**src/fdm_pkg.sv**
```systemverilog
// fdm_pkg: shared types and constants of the fat32 directory entry matcher
// no dependencies; imported by every module of the block
package fdm_pkg;

    localparam int unsigned CFG_INDEX_W = 3;
    localparam int unsigned CFG_DATA_W  = 64;

    // configuration register indexes
    localparam logic [CFG_INDEX_W-1:0] REG_TARGET_NAME      = 3'd0;
    localparam logic [CFG_INDEX_W-1:0] REG_TARGET_EXT       = 3'd1;
    localparam logic [CFG_INDEX_W-1:0] REG_RESERVED_SECTORS = 3'd2;
    localparam logic [CFG_INDEX_W-1:0] REG_FAT_COUNT        = 3'd3;
    localparam logic [CFG_INDEX_W-1:0] REG_FAT_SECTORS      = 3'd4;
    localparam logic [CFG_INDEX_W-1:0] REG_CLUSTER_SECTORS  = 3'd5;
    localparam logic [CFG_INDEX_W-1:0] REG_SECTOR_BYTES     = 3'd6;

    // reset values of the volume geometry registers
    localparam logic [15:0] RESERVED_SECTORS_RST = 16'd32;
    localparam logic [7:0]  FAT_COUNT_RST        = 8'd2;
    localparam logic [7:0]  CLUSTER_SECTORS_RST  = 8'd1;
    localparam logic [12:0] SECTOR_BYTES_RST     = 13'd512;

    // special byte values
    localparam logic [7:0] BYTE_END     = 8'h00;
    localparam logic [7:0] BYTE_DELETED = 8'hE5;
    localparam logic [7:0] BYTE_KANJI   = 8'h05;
    localparam logic [7:0] BYTE_SPACE   = 8'h20;
    localparam int unsigned ATTR_HIDDEN_BIT = 1;

    localparam logic [31:0] EOC_LIMIT = 32'h0FFF_FFF8;
    localparam logic [33:0] CLUSTER_BASE = 34'd2;

    typedef struct packed {
        logic        first_in_dir;
        logic [63:0] entry_name;
        logic [23:0] entry_ext;
        logic [7:0]  entry_attr;
        logic [15:0] cluster_low;
        logic [15:0] cluster_high;
        logic [31:0] entry_size;
    } in_item_t;

    typedef struct packed {
        logic        listed;
        logic        end_reached;
        logic        matched;
        logic [31:0] start_cluster;
        logic        chain_end;
        logic [63:0] data_offset;
        logic [31:0] size_out;
    } out_item_t;

    // classified entry handed from the front to the back
    typedef struct packed {
        logic        listed;
        logic        end_reached;
        logic        matched;
        logic [31:0] start_cluster;
        logic        chain_end;
        logic [31:0] size_out;
    } cls_item_t;

    // volume geometry seen by the back
    typedef struct packed {
        logic [15:0] reserved_sectors;
        logic [39:0] fat_total;
        logic [7:0]  cluster_sectors;
        logic [12:0] sector_bytes;
    } geom_t;

endpackage

```
**src/fdm_front.sv**
```systemverilog
// fdm_front: accepts directory entries, tracks the end marker and matches names
// depends on fdm_pkg
module fdm_front
    import fdm_pkg::*;
(
    input  logic        clk,
    input  logic        rst_n,
    input  logic        in_valid,
    output logic        in_ready,
    input  in_item_t    in_item,
    input  logic [63:0] target_name,
    input  logic [23:0] target_ext,
    output logic        push_valid,
    input  logic        push_ready,
    output cls_item_t   push_item
);

    logic       end_seen_reg;
    logic       end_seen_next;
    logic       accept;
    logic [7:0] first_byte;
    logic       end_now;
    logic       name_ok;
    logic       ext_ok;

    assign in_ready   = push_ready;
    assign push_valid = in_valid;
    assign accept     = in_valid && push_ready;
    assign first_byte = in_item.entry_name[7:0];
    assign end_now    = (in_item.first_in_dir ? 1'b0 : end_seen_reg) || (first_byte == BYTE_END);

    always_comb
    begin
        end_seen_next = end_seen_reg;
        if (accept)
        begin
            end_seen_next = end_now;
        end
    end

    always_ff @(posedge clk or negedge rst_n)
    begin
        if (!rst_n)
        begin
            end_seen_reg <= 1'b0;
        end
        else
        begin
            end_seen_reg <= end_seen_next;
        end
    end

    // name: trim trailing spaces, compare up to and including the first shared zero
    always_comb
    begin
        logic [7:0] nb;
        logic [7:0] tb;
        logic       tail;
        logic       stop;
        logic [7:0] trimmed [8];
        tail = 1'b1;
        for (int i = 7; i >= 0; i--)
        begin
            nb = in_item.entry_name[8*i +: 8];
            tail = tail && (nb == BYTE_SPACE);
            trimmed[i] = tail ? 8'h00 : nb;
        end
        name_ok = 1'b1;
        stop = 1'b0;
        for (int i = 0; i < 8; i++)
        begin
            tb = target_name[8*i +: 8];
            if (!stop && (trimmed[i] != tb))
            begin
                name_ok = 1'b0;
            end
            stop = stop || ((trimmed[i] == tb) && (tb == 8'h00));
        end
    end

    always_comb
    begin
        logic [7:0] xb;
        logic [7:0] tb;
        logic       tail;
        logic       stop;
        logic [7:0] trimmed [3];
        tail = 1'b1;
        for (int i = 2; i >= 0; i--)
        begin
            xb = in_item.entry_ext[8*i +: 8];
            tail = tail && (xb == BYTE_SPACE);
            trimmed[i] = tail ? 8'h00 : xb;
        end
        ext_ok = 1'b1;
        stop = 1'b0;
        for (int i = 0; i < 3; i++)
        begin
            tb = target_ext[8*i +: 8];
            if (!stop && (trimmed[i] != tb))
            begin
                ext_ok = 1'b0;
            end
            stop = stop || ((trimmed[i] == tb) && (tb == 8'h00));
        end
    end

    always_comb
    begin
        push_item.end_reached   = end_now;
        push_item.listed        = !end_now && (first_byte != BYTE_DELETED)
                                  && (first_byte != BYTE_KANJI)
                                  && !in_item.entry_attr[ATTR_HIDDEN_BIT];
        push_item.matched       = name_ok && ext_ok;
        push_item.start_cluster = {in_item.cluster_high, in_item.cluster_low};
        push_item.chain_end     = ({in_item.cluster_high, in_item.cluster_low} >= EOC_LIMIT);
        push_item.size_out      = in_item.entry_size;
    end

endmodule

```
**src/fdm_queue.sv**
```systemverilog
// fdm_queue: small fifo of classified entries between front and back
// depends on fdm_pkg
module fdm_queue
    import fdm_pkg::*;
#(
    parameter int unsigned DEPTH = 2
)
(
    input  logic      clk,
    input  logic      rst_n,
    input  logic      push_valid,
    output logic      push_ready,
    input  cls_item_t push_item,
    output logic      pop_valid,
    input  logic      pop_ready,
    output cls_item_t pop_item
);

    localparam int unsigned PTR_W = (DEPTH > 1) ? $clog2(DEPTH) : 1;
    localparam int unsigned CNT_W = $clog2(DEPTH + 1);
    localparam logic [PTR_W-1:0] LAST = PTR_W'(DEPTH - 1);
    localparam logic [CNT_W-1:0] FULL = CNT_W'(DEPTH);

    cls_item_t        slot_reg [DEPTH];
    logic [PTR_W-1:0] wr_ptr_reg;
    logic [PTR_W-1:0] wr_ptr_next;
    logic [PTR_W-1:0] rd_ptr_reg;
    logic [PTR_W-1:0] rd_ptr_next;
    logic [CNT_W-1:0] count_reg;
    logic [CNT_W-1:0] count_next;
    logic             do_push;
    logic             do_pop;

    assign push_ready = (count_reg != FULL);
    assign pop_valid  = (count_reg != '0);
    assign pop_item   = slot_reg[rd_ptr_reg];
    assign do_push    = push_valid && push_ready;
    assign do_pop     = pop_valid && pop_ready;

    always_comb
    begin
        wr_ptr_next = wr_ptr_reg;
        rd_ptr_next = rd_ptr_reg;
        count_next  = count_reg;
        if (do_push)
        begin
            wr_ptr_next = (wr_ptr_reg == LAST) ? '0 : wr_ptr_reg + 1'b1;
        end
        if (do_pop)
        begin
            rd_ptr_next = (rd_ptr_reg == LAST) ? '0 : rd_ptr_reg + 1'b1;
        end
        if (do_push && !do_pop)
        begin
            count_next = count_reg + 1'b1;
        end
        else if (do_pop && !do_push)
        begin
            count_next = count_reg - 1'b1;
        end
    end

    always_ff @(posedge clk or negedge rst_n)
    begin
        if (!rst_n)
        begin
            wr_ptr_reg <= '0;
            rd_ptr_reg <= '0;
            count_reg  <= '0;
        end
        else
        begin
            wr_ptr_reg <= wr_ptr_next;
            rd_ptr_reg <= rd_ptr_next;
            count_reg  <= count_next;
        end
    end

    always_ff @(posedge clk)
    begin
        if (do_push)
        begin
            slot_reg[wr_ptr_reg] <= push_item;
        end
    end

endmodule

```
**src/fdm_back.sv**
```systemverilog
// fdm_back: computes the cluster's sector, then its byte offset, and holds the result item
// depends on fdm_pkg
module fdm_back
    import fdm_pkg::*;
(
    input  logic      clk,
    input  logic      rst_n,
    input  logic      pop_valid,
    output logic      pop_ready,
    input  cls_item_t pop_item,
    input  geom_t     geom,
    output logic      out_valid,
    input  logic      out_ready,
    output out_item_t out_item
);

    logic               calc_valid_reg;
    logic               calc_valid_next;
    cls_item_t          calc_item_reg;
    logic signed [43:0] sector_reg;
    logic               out_valid_reg;
    logic               out_valid_next;
    out_item_t          out_item_reg;

    logic               out_free;
    logic               calc_load;
    logic               out_load;
    logic signed [33:0] clus_off;
    logic signed [42:0] clus_term;
    logic signed [43:0] sector_sum;
    logic signed [57:0] offset_prod;

    assign out_free  = !out_valid_reg || out_ready;
    assign out_load  = calc_valid_reg && out_free;
    assign calc_load = pop_valid && (!calc_valid_reg || out_free);
    assign pop_ready = !calc_valid_reg || out_free;

    // cluster term may go negative for clusters 0 and 1; sign extension gives the wrap
    assign clus_off   = $signed({2'b00, pop_item.start_cluster}) - $signed(CLUSTER_BASE);
    assign clus_term  = clus_off * $signed({1'b0, geom.cluster_sectors});
    assign sector_sum = $signed({28'd0, geom.reserved_sectors})
                        + $signed({4'd0, geom.fat_total})
                        + $signed({clus_term[42], clus_term});
    assign offset_prod = sector_reg * $signed({1'b0, geom.sector_bytes});

    always_comb
    begin
        calc_valid_next = calc_valid_reg;
        out_valid_next  = out_valid_reg;
        if (calc_load)
        begin
            calc_valid_next = 1'b1;
        end
        else if (out_load)
        begin
            calc_valid_next = 1'b0;
        end
        if (out_load)
        begin
            out_valid_next = 1'b1;
        end
        else if (out_ready)
        begin
            out_valid_next = 1'b0;
        end
    end

    always_ff @(posedge clk or negedge rst_n)
    begin
        if (!rst_n)
        begin
            calc_valid_reg <= 1'b0;
            out_valid_reg  <= 1'b0;
        end
        else
        begin
            calc_valid_reg <= calc_valid_next;
            out_valid_reg  <= out_valid_next;
        end
    end

    always_ff @(posedge clk)
    begin
        if (calc_load)
        begin
            calc_item_reg <= pop_item;
            sector_reg    <= sector_sum;
        end
        if (out_load)
        begin
            out_item_reg.listed        <= calc_item_reg.listed;
            out_item_reg.end_reached   <= calc_item_reg.end_reached;
            out_item_reg.matched       <= calc_item_reg.matched;
            out_item_reg.start_cluster <= calc_item_reg.start_cluster;
            out_item_reg.chain_end     <= calc_item_reg.chain_end;
            out_item_reg.data_offset   <= {{6{offset_prod[57]}}, offset_prod};
            out_item_reg.size_out      <= calc_item_reg.size_out;
        end
    end

    assign out_valid = out_valid_reg;
    assign out_item  = out_item_reg;

endmodule

```
**src/fat32_dir_entry_matcher_top.sv**
```systemverilog
// channel | handshake           | payload
// --------+---------------------+------------------------------------------
// in      | in_valid / in_ready | in_item (in_item_t), one directory entry
// out     | out_valid/out_ready | out_item (out_item_t), one result item
// cfg     | cfg_we              | cfg_index, cfg_data (write only)
//
// an accepted item reaches out_valid through the registers in turn: it waits in the queue,
// its sector sum (cluster multiply and add) is registered as it leaves, then the byte offset
// multiply fills the output register; items can follow every cycle unless the output stalls
// reset clears the end flag, queue and pipeline valids and presets the config registers
// a stalled output holds the result while the queue keeps taking items until full
// fat_count * fat_sectors is registered in the cycle after a configuration write
//
// fat32_dir_entry_matcher_top: configuration registers and block wiring
// depends on fdm_pkg, fdm_front, fdm_queue, fdm_back
module fat32_dir_entry_matcher_top
    import fdm_pkg::*;
#(
    parameter int unsigned QUEUE_DEPTH = 2
)
(
    input  logic                   clk,
    input  logic                   rst_n,
    input  logic                   in_valid,
    output logic                   in_ready,
    input  in_item_t               in_item,
    output logic                   out_valid,
    input  logic                   out_ready,
    output out_item_t              out_item,
    input  logic                   cfg_we,
    input  logic [CFG_INDEX_W-1:0] cfg_index,
    input  logic [CFG_DATA_W-1:0]  cfg_data
);

    logic [63:0] target_name_reg;
    logic [23:0] target_ext_reg;
    logic [15:0] reserved_sectors_reg;
    logic [7:0]  fat_count_reg;
    logic [31:0] fat_sectors_reg;
    logic [7:0]  cluster_sectors_reg;
    logic [12:0] sector_bytes_reg;
    logic [39:0] fat_total_reg;
    geom_t       geom;

    logic        push_valid;
    logic        push_ready;
    cls_item_t   push_item;
    logic        pop_valid;
    logic        pop_ready;
    cls_item_t   pop_item;

    always_ff @(posedge clk or negedge rst_n)
    begin
        if (!rst_n)
        begin
            target_name_reg      <= '0;
            target_ext_reg       <= '0;
            reserved_sectors_reg <= RESERVED_SECTORS_RST;
            fat_count_reg        <= FAT_COUNT_RST;
            fat_sectors_reg      <= '0;
            cluster_sectors_reg  <= CLUSTER_SECTORS_RST;
            sector_bytes_reg     <= SECTOR_BYTES_RST;
            fat_total_reg        <= '0;
        end
        else
        begin
            fat_total_reg <= fat_count_reg * fat_sectors_reg;
            if (cfg_we)
            begin
                unique case (cfg_index)
                    REG_TARGET_NAME:      target_name_reg      <= cfg_data;
                    REG_TARGET_EXT:       target_ext_reg       <= cfg_data[23:0];
                    REG_RESERVED_SECTORS: reserved_sectors_reg <= cfg_data[15:0];
                    REG_FAT_COUNT:        fat_count_reg        <= cfg_data[7:0];
                    REG_FAT_SECTORS:      fat_sectors_reg      <= cfg_data[31:0];
                    REG_CLUSTER_SECTORS:  cluster_sectors_reg  <= cfg_data[7:0];
                    REG_SECTOR_BYTES:     sector_bytes_reg     <= cfg_data[12:0];
                    default: ;
                endcase
            end
        end
    end

    always_comb
    begin
        geom.reserved_sectors = reserved_sectors_reg;
        geom.fat_total        = fat_total_reg;
        geom.cluster_sectors  = cluster_sectors_reg;
        geom.sector_bytes     = sector_bytes_reg;
    end

    fdm_front u_front (
        .clk         (clk),
        .rst_n       (rst_n),
        .in_valid    (in_valid),
        .in_ready    (in_ready),
        .in_item     (in_item),
        .target_name (target_name_reg),
        .target_ext  (target_ext_reg),
        .push_valid  (push_valid),
        .push_ready  (push_ready),
        .push_item   (push_item)
    );

    fdm_queue #(
        .DEPTH (QUEUE_DEPTH)
    ) u_queue (
        .clk        (clk),
        .rst_n      (rst_n),
        .push_valid (push_valid),
        .push_ready (push_ready),
        .push_item  (push_item),
        .pop_valid  (pop_valid),
        .pop_ready  (pop_ready),
        .pop_item   (pop_item)
    );

    fdm_back u_back (
        .clk       (clk),
        .rst_n     (rst_n),
        .pop_valid (pop_valid),
        .pop_ready (pop_ready),
        .pop_item  (pop_item),
        .geom      (geom),
        .out_valid (out_valid),
        .out_ready (out_ready),
        .out_item  (out_item)
    );

endmodule

```
**config.mk**
```make
export PLATFORM = sky130hd
export DESIGN_NAME = fat32_dir_entry_matcher_top
export DESIGN_NICKNAME = d
export VERILOG_FILES = /design/src/fdm_pkg.sv /design/src/fdm_front.sv /design/src/fdm_queue.sv /design/src/fdm_back.sv /design/src/fat32_dir_entry_matcher_top.sv
export SDC_FILE = /design/constraint.sdc
export NUM_CORES = 2
export LEC_CHECK = 0
export BUFFER_PORTS_ARGS = -buffer_cell sky130_fd_sc_hd__buf_2
export CORE_ASPECT_RATIO = 0.7
export CORE_MARGIN = 2
export CORE_UTILIZATION = 45
export CTS_CLUSTER_SIZE = 16
export DETAILED_ROUTE_END_ITERATION = 12
export PLACE_DENSITY = 0.7
export REMOVE_ABC_BUFFERS = 1
export SLEW_MARGIN = 20
export SYNTH_ARGS = -nofsm -noshare
export SYNTH_HDL_FRONTEND = slang
export SYNTH_HIERARCHICAL = 1
export SYNTH_SLANG_ARGS = --single-unit
```
**constraint.sdc**
```tcl
create_clock -name clk -period 9.1 [get_ports clk]
set_clock_uncertainty 0.05 [all_clocks]
set_input_delay 0.91 -clock clk [delete_from_list [all_inputs] [get_ports clk]]
set_output_delay 0.91 -clock clk [all_outputs]
set_load 0.02 [all_outputs]
```
==> run summary <==
==================================================================================================
Primary flip-flop cell chosen by synthesis mapping                                        edfxtp_1
CP Class                                                                                   reg2reg
Wire length of the first global-routing pass                                             235000 µm
Number of nets with antenna violations after routing                                             1
Maximum number of buffers from clock root to sink                                                3
Capturing element type of the critical path                                              flip-flop
Distinct cells, synth                                                                           91
Buffers plus inverters on the worst setup path                                                   2
Detailed-route wire length per cell                                                        19.4 µm
Clk Latency, worst-skew pair                                                               0.68 ns
Slowest stage delay, CP                                                                    0.58 ns
Routed WL                                                                                146000 µm
Detailed Route Iter0 Violations                                                               2795
Count of port buffers added during placement                                                   359
Clock tree root buffer cell                                                              clkbuf_16
Post-route minimum period                                                                  8.74 ns
Violations in the final reports                                                       antenna violations
Max stage delay cell, worst path                                                              fa_1
Post-route DRC                                                                                   0
Required arrival time at the worst endpoint                                                9.46 ns
Relative slew margins                                                                        24.9%
Number of rows in the core area                                                                112
Arrival time of the worst setup path                                                       9.10 ns
Share of synthesized registers carrying an async set or reset                                36.3%
Commonest non-fill, non-tap cells in the layout                                       923 x fa_1, 829 x inv_1, 668 x and2_1
Initial core utilization                                                                     45.2%
Overflow left after global routing                                                               0
Class of the tightest hold or removal check                                               in2async
Worst-path maximum fanout                                                                       10
Synthesis-stage register bit count                                                             584
Die Y-Extent                                                                                310 µm
Number of warning messages in the yosys log                                                      6
Proportion of synthesized chip area in sequential cells                                      27.5%
Ratio of routed vias to standard cells                                                        5.26
Number of synthesized flops with an enable pin                                                 372
Routability Congestion                                                                       0.908
Clock transition time at the flip-flop clock pins of the worst setup and hold paths        0.07 ns
Clock buffer count from CTS                                                                     61
Cell repeated most along the worst path                                                       fa_1
Hold buffer count at cts                                                                         0
Startpoint kind of the worst setup timing path                                           flip-flop
Detailed-route via count                                                                     39700
Flip-flop count of the largest register, all copies and words added                            136
Final cycle utilization of the critical path                                                 96.0%
Area enclosed by the die boundary                                                        0.136 mm²
Cell type group with the largest total delay on the critical path                     simple AND/OR/NAND/NOR gates
Post-synthesis cell count                                                                     5514
Clock sink count                                                                               584
Die boundary width                                                                          441 µm
Count of endpoints failing hold in the final timing report                                       0
Layout cells sized above 1                                                                   14.3%
Number of slew-limit violations in the final report                                              0
Most area-consuming cells after synthesis                                             fa_1 31%, edfxtp_1 19%, dfrtp_1 8.7%
Synth Cell Area                                                                         0.0600 mm²
Cell type with the largest total area after synthesis                                         fa_1
Avg Cell Area, Syn                                                                        10.9 µm²
Relative area change from synthesis to final layout                                          8.84%
Hold slack final                                                                          0.180 ns
Antenna violations before repair                                                                 5
Upper clock frequency limit                                                                114 MHz
Fill cell count                                                                              12000
Total core area                                                                          0.133 mm²
Number of top-level design ports                                                               367
First-pass DRT Iterations                                                                        7
Setup violation total in the final timing report                                                 0
HPWL after detailed placement                                                            115000 µm
Vias in the first global route                                                               42000
TritonCTS clock tree                                                                           yes
RSZ-0062 raised after global routing                                                            no
Worst Max-Slew Pin Slew                                                                    1.12 ns
Outcome                                                                               finished, violations left
Most common cell after layout, fill and taps aside                                            fa_1
Crit-path cells                                                                       mux2_2 -> or4_4 -> or3_4 -> or4_4 -> or3_4 -> nor4_4 -> xor2_1 -> buf_4 -> nand2_1 -> fa_1 -> inv_1 -> fa_1 -> fa_1 -> fa_1 -> fa_1 -> ha_2 -> nand2_1 -> or4_1 -> o22ai_2 -> o21ai_2 -> o31a_1 -> nor4bb_1 -> or3_1
Fraction of synthesized cell area taken by the top area cell type                            30.8%
Total of max-cap violations                                                                      0
Pin count of the biggest net entering global routing                                           100
H-tree depth reported by CTS                                                                     2
Net count of the finished layout                                                              7173
Global-route total usage across every layer                                                  21.9%
==================================================================================================
## cells in the mapped netlist, types with 6 or more instances
cell,n
a211o_1,6
a211oi_1,13
a21o_1,84
a21oi_1,142
a31oi_1,18
and2_1,670
and3_1,30
and4_1,8
buf_2,10
buf_4,74
clkbuf_1,196
dfrtp_1,208
edfxtp_1,372
fa_1,923
ha_1,299
inv_1,829
mux2_2,224
mux2_4,10
nand2_1,554
nand2b_1,18
nand3_1,38
nand4_1,46
nor2_1,80
nor2b_1,25
nor3_1,35
nor4_1,51
o211ai_1,11
o21a_1,14
o21ai_0,64
o21ai_1,8
o21bai_1,23
o31a_1,6
o31ai_1,6
or3_1,7
or4_1,7
xnor2_1,162
xor2_1,121
## path summary, 6_finish.rpt
path | start | cells past startpoint | slack, ns | endpoint
setup reg to reg | u_queue/rd_ptr_reg | 23 | 0.36 | u_back/sector_reg[39]
setup / recovery | u_queue/rd_ptr_reg | 23 | 0.36 | u_back/sector_reg[39]
hold reg to reg | u_back/calc_item_reg[16] | 0 | 0.36 | u_back/out_item[16]
hold / removal | rst_n | 1 | 0.18 | target_name_reg[30]
min in group clk | u_back/calc_item_reg[16] | 0 | 0.36 | u_back/out_item[16]
max in group asynchronous | rst_n | 2 | 7.43 | target_ext_reg[2]
## routing by layer
metal,track usage (%),share of wire (%),vias up
met3,3.39,6.1,157
met2,34.6,46,1132
met5,0,0.0048,-
met1,32.0,46,20500
li1,-,-,17900
met4,4.96,2.1,2
## worst register-to-register path: stages (launching register included)
cell and delay (ns):
dfrtp_4 0.52, mux2_2 0.39, or4_4 0.56, or3_4 0.38, or4_4 0.46, or3_4 0.38
nor4_4 0.40, xor2_1 0.19, buf_4 0.18, nand2_1 0.09, fa_1 0.58, inv_1 0.06
fa_1 0.48, fa_1 0.56, fa_1 0.43, fa_1 0.45, ha_2 0.42, nand2_1 0.13
or4_1 0.54, o22ai_2 0.20, o21ai_2 0.16, o31a_1 0.39, nor4bb_1 0.17, or3_1 0.34
## kinds of logic (layout without fill, tap and decap cells)
group           Yosys count  in the layout  synth area share (%)
compound gates          457            457                  4.98
xor+xnor                286            286                  4.21
fa+ha+maj              1222           1222                  37.0
buf+inv                1117           1372                  7.52
flops                   584            584                  27.5
mux                     235            235                  4.47
other cells               0              9                     0
simple gates           1613           1613                  14.4
## repair_timing
action,4_1_cts,5_1_grt
setup buffers,0,1
endpoints found under the setup margin,0,5
gates resized for setup,0,14
## cell type report
class / instances / area (µm²) / share of cell area, %
inverters: 831 / 3120 / 4.77
flip-flops and latches: 584 / 16500 / 25.3
well taps: 1767 / 2210 / 3.38
diodes: 9 / 22.5 / 0.0345
clock inverters: 29 / 289 / 0.442
multi-input cells: 3813 / 39100 / 59.9
clock buffers: 85 / 1730 / 2.65
repair buffers: 427 / 2330 / 3.57
## metrics by stage
step | std cells | worst slack (ns) | cell area [µm²] | TNS [ns] | util [%]
final | 7545 | 0.361 | 65300 | 0 | 49.2
after global routing | 7538 | 0.0423 | 65300 | 0 | 49.2
after CTS | 7535 | 0.173 | 65200 | 0 | 49.1
after detailed placement | 7421 | 0.182 | 63200 | 0 | 47.6
after global placement | 7421 | 0.242 | 63200 | 0 | 47.6
after floorplan | 5228 | -0.416 | 58600 | -1.48 | -
Power is not shown: default switching activity piles up to over one toggle a cycle in this logic, so the estimate is an artifact.
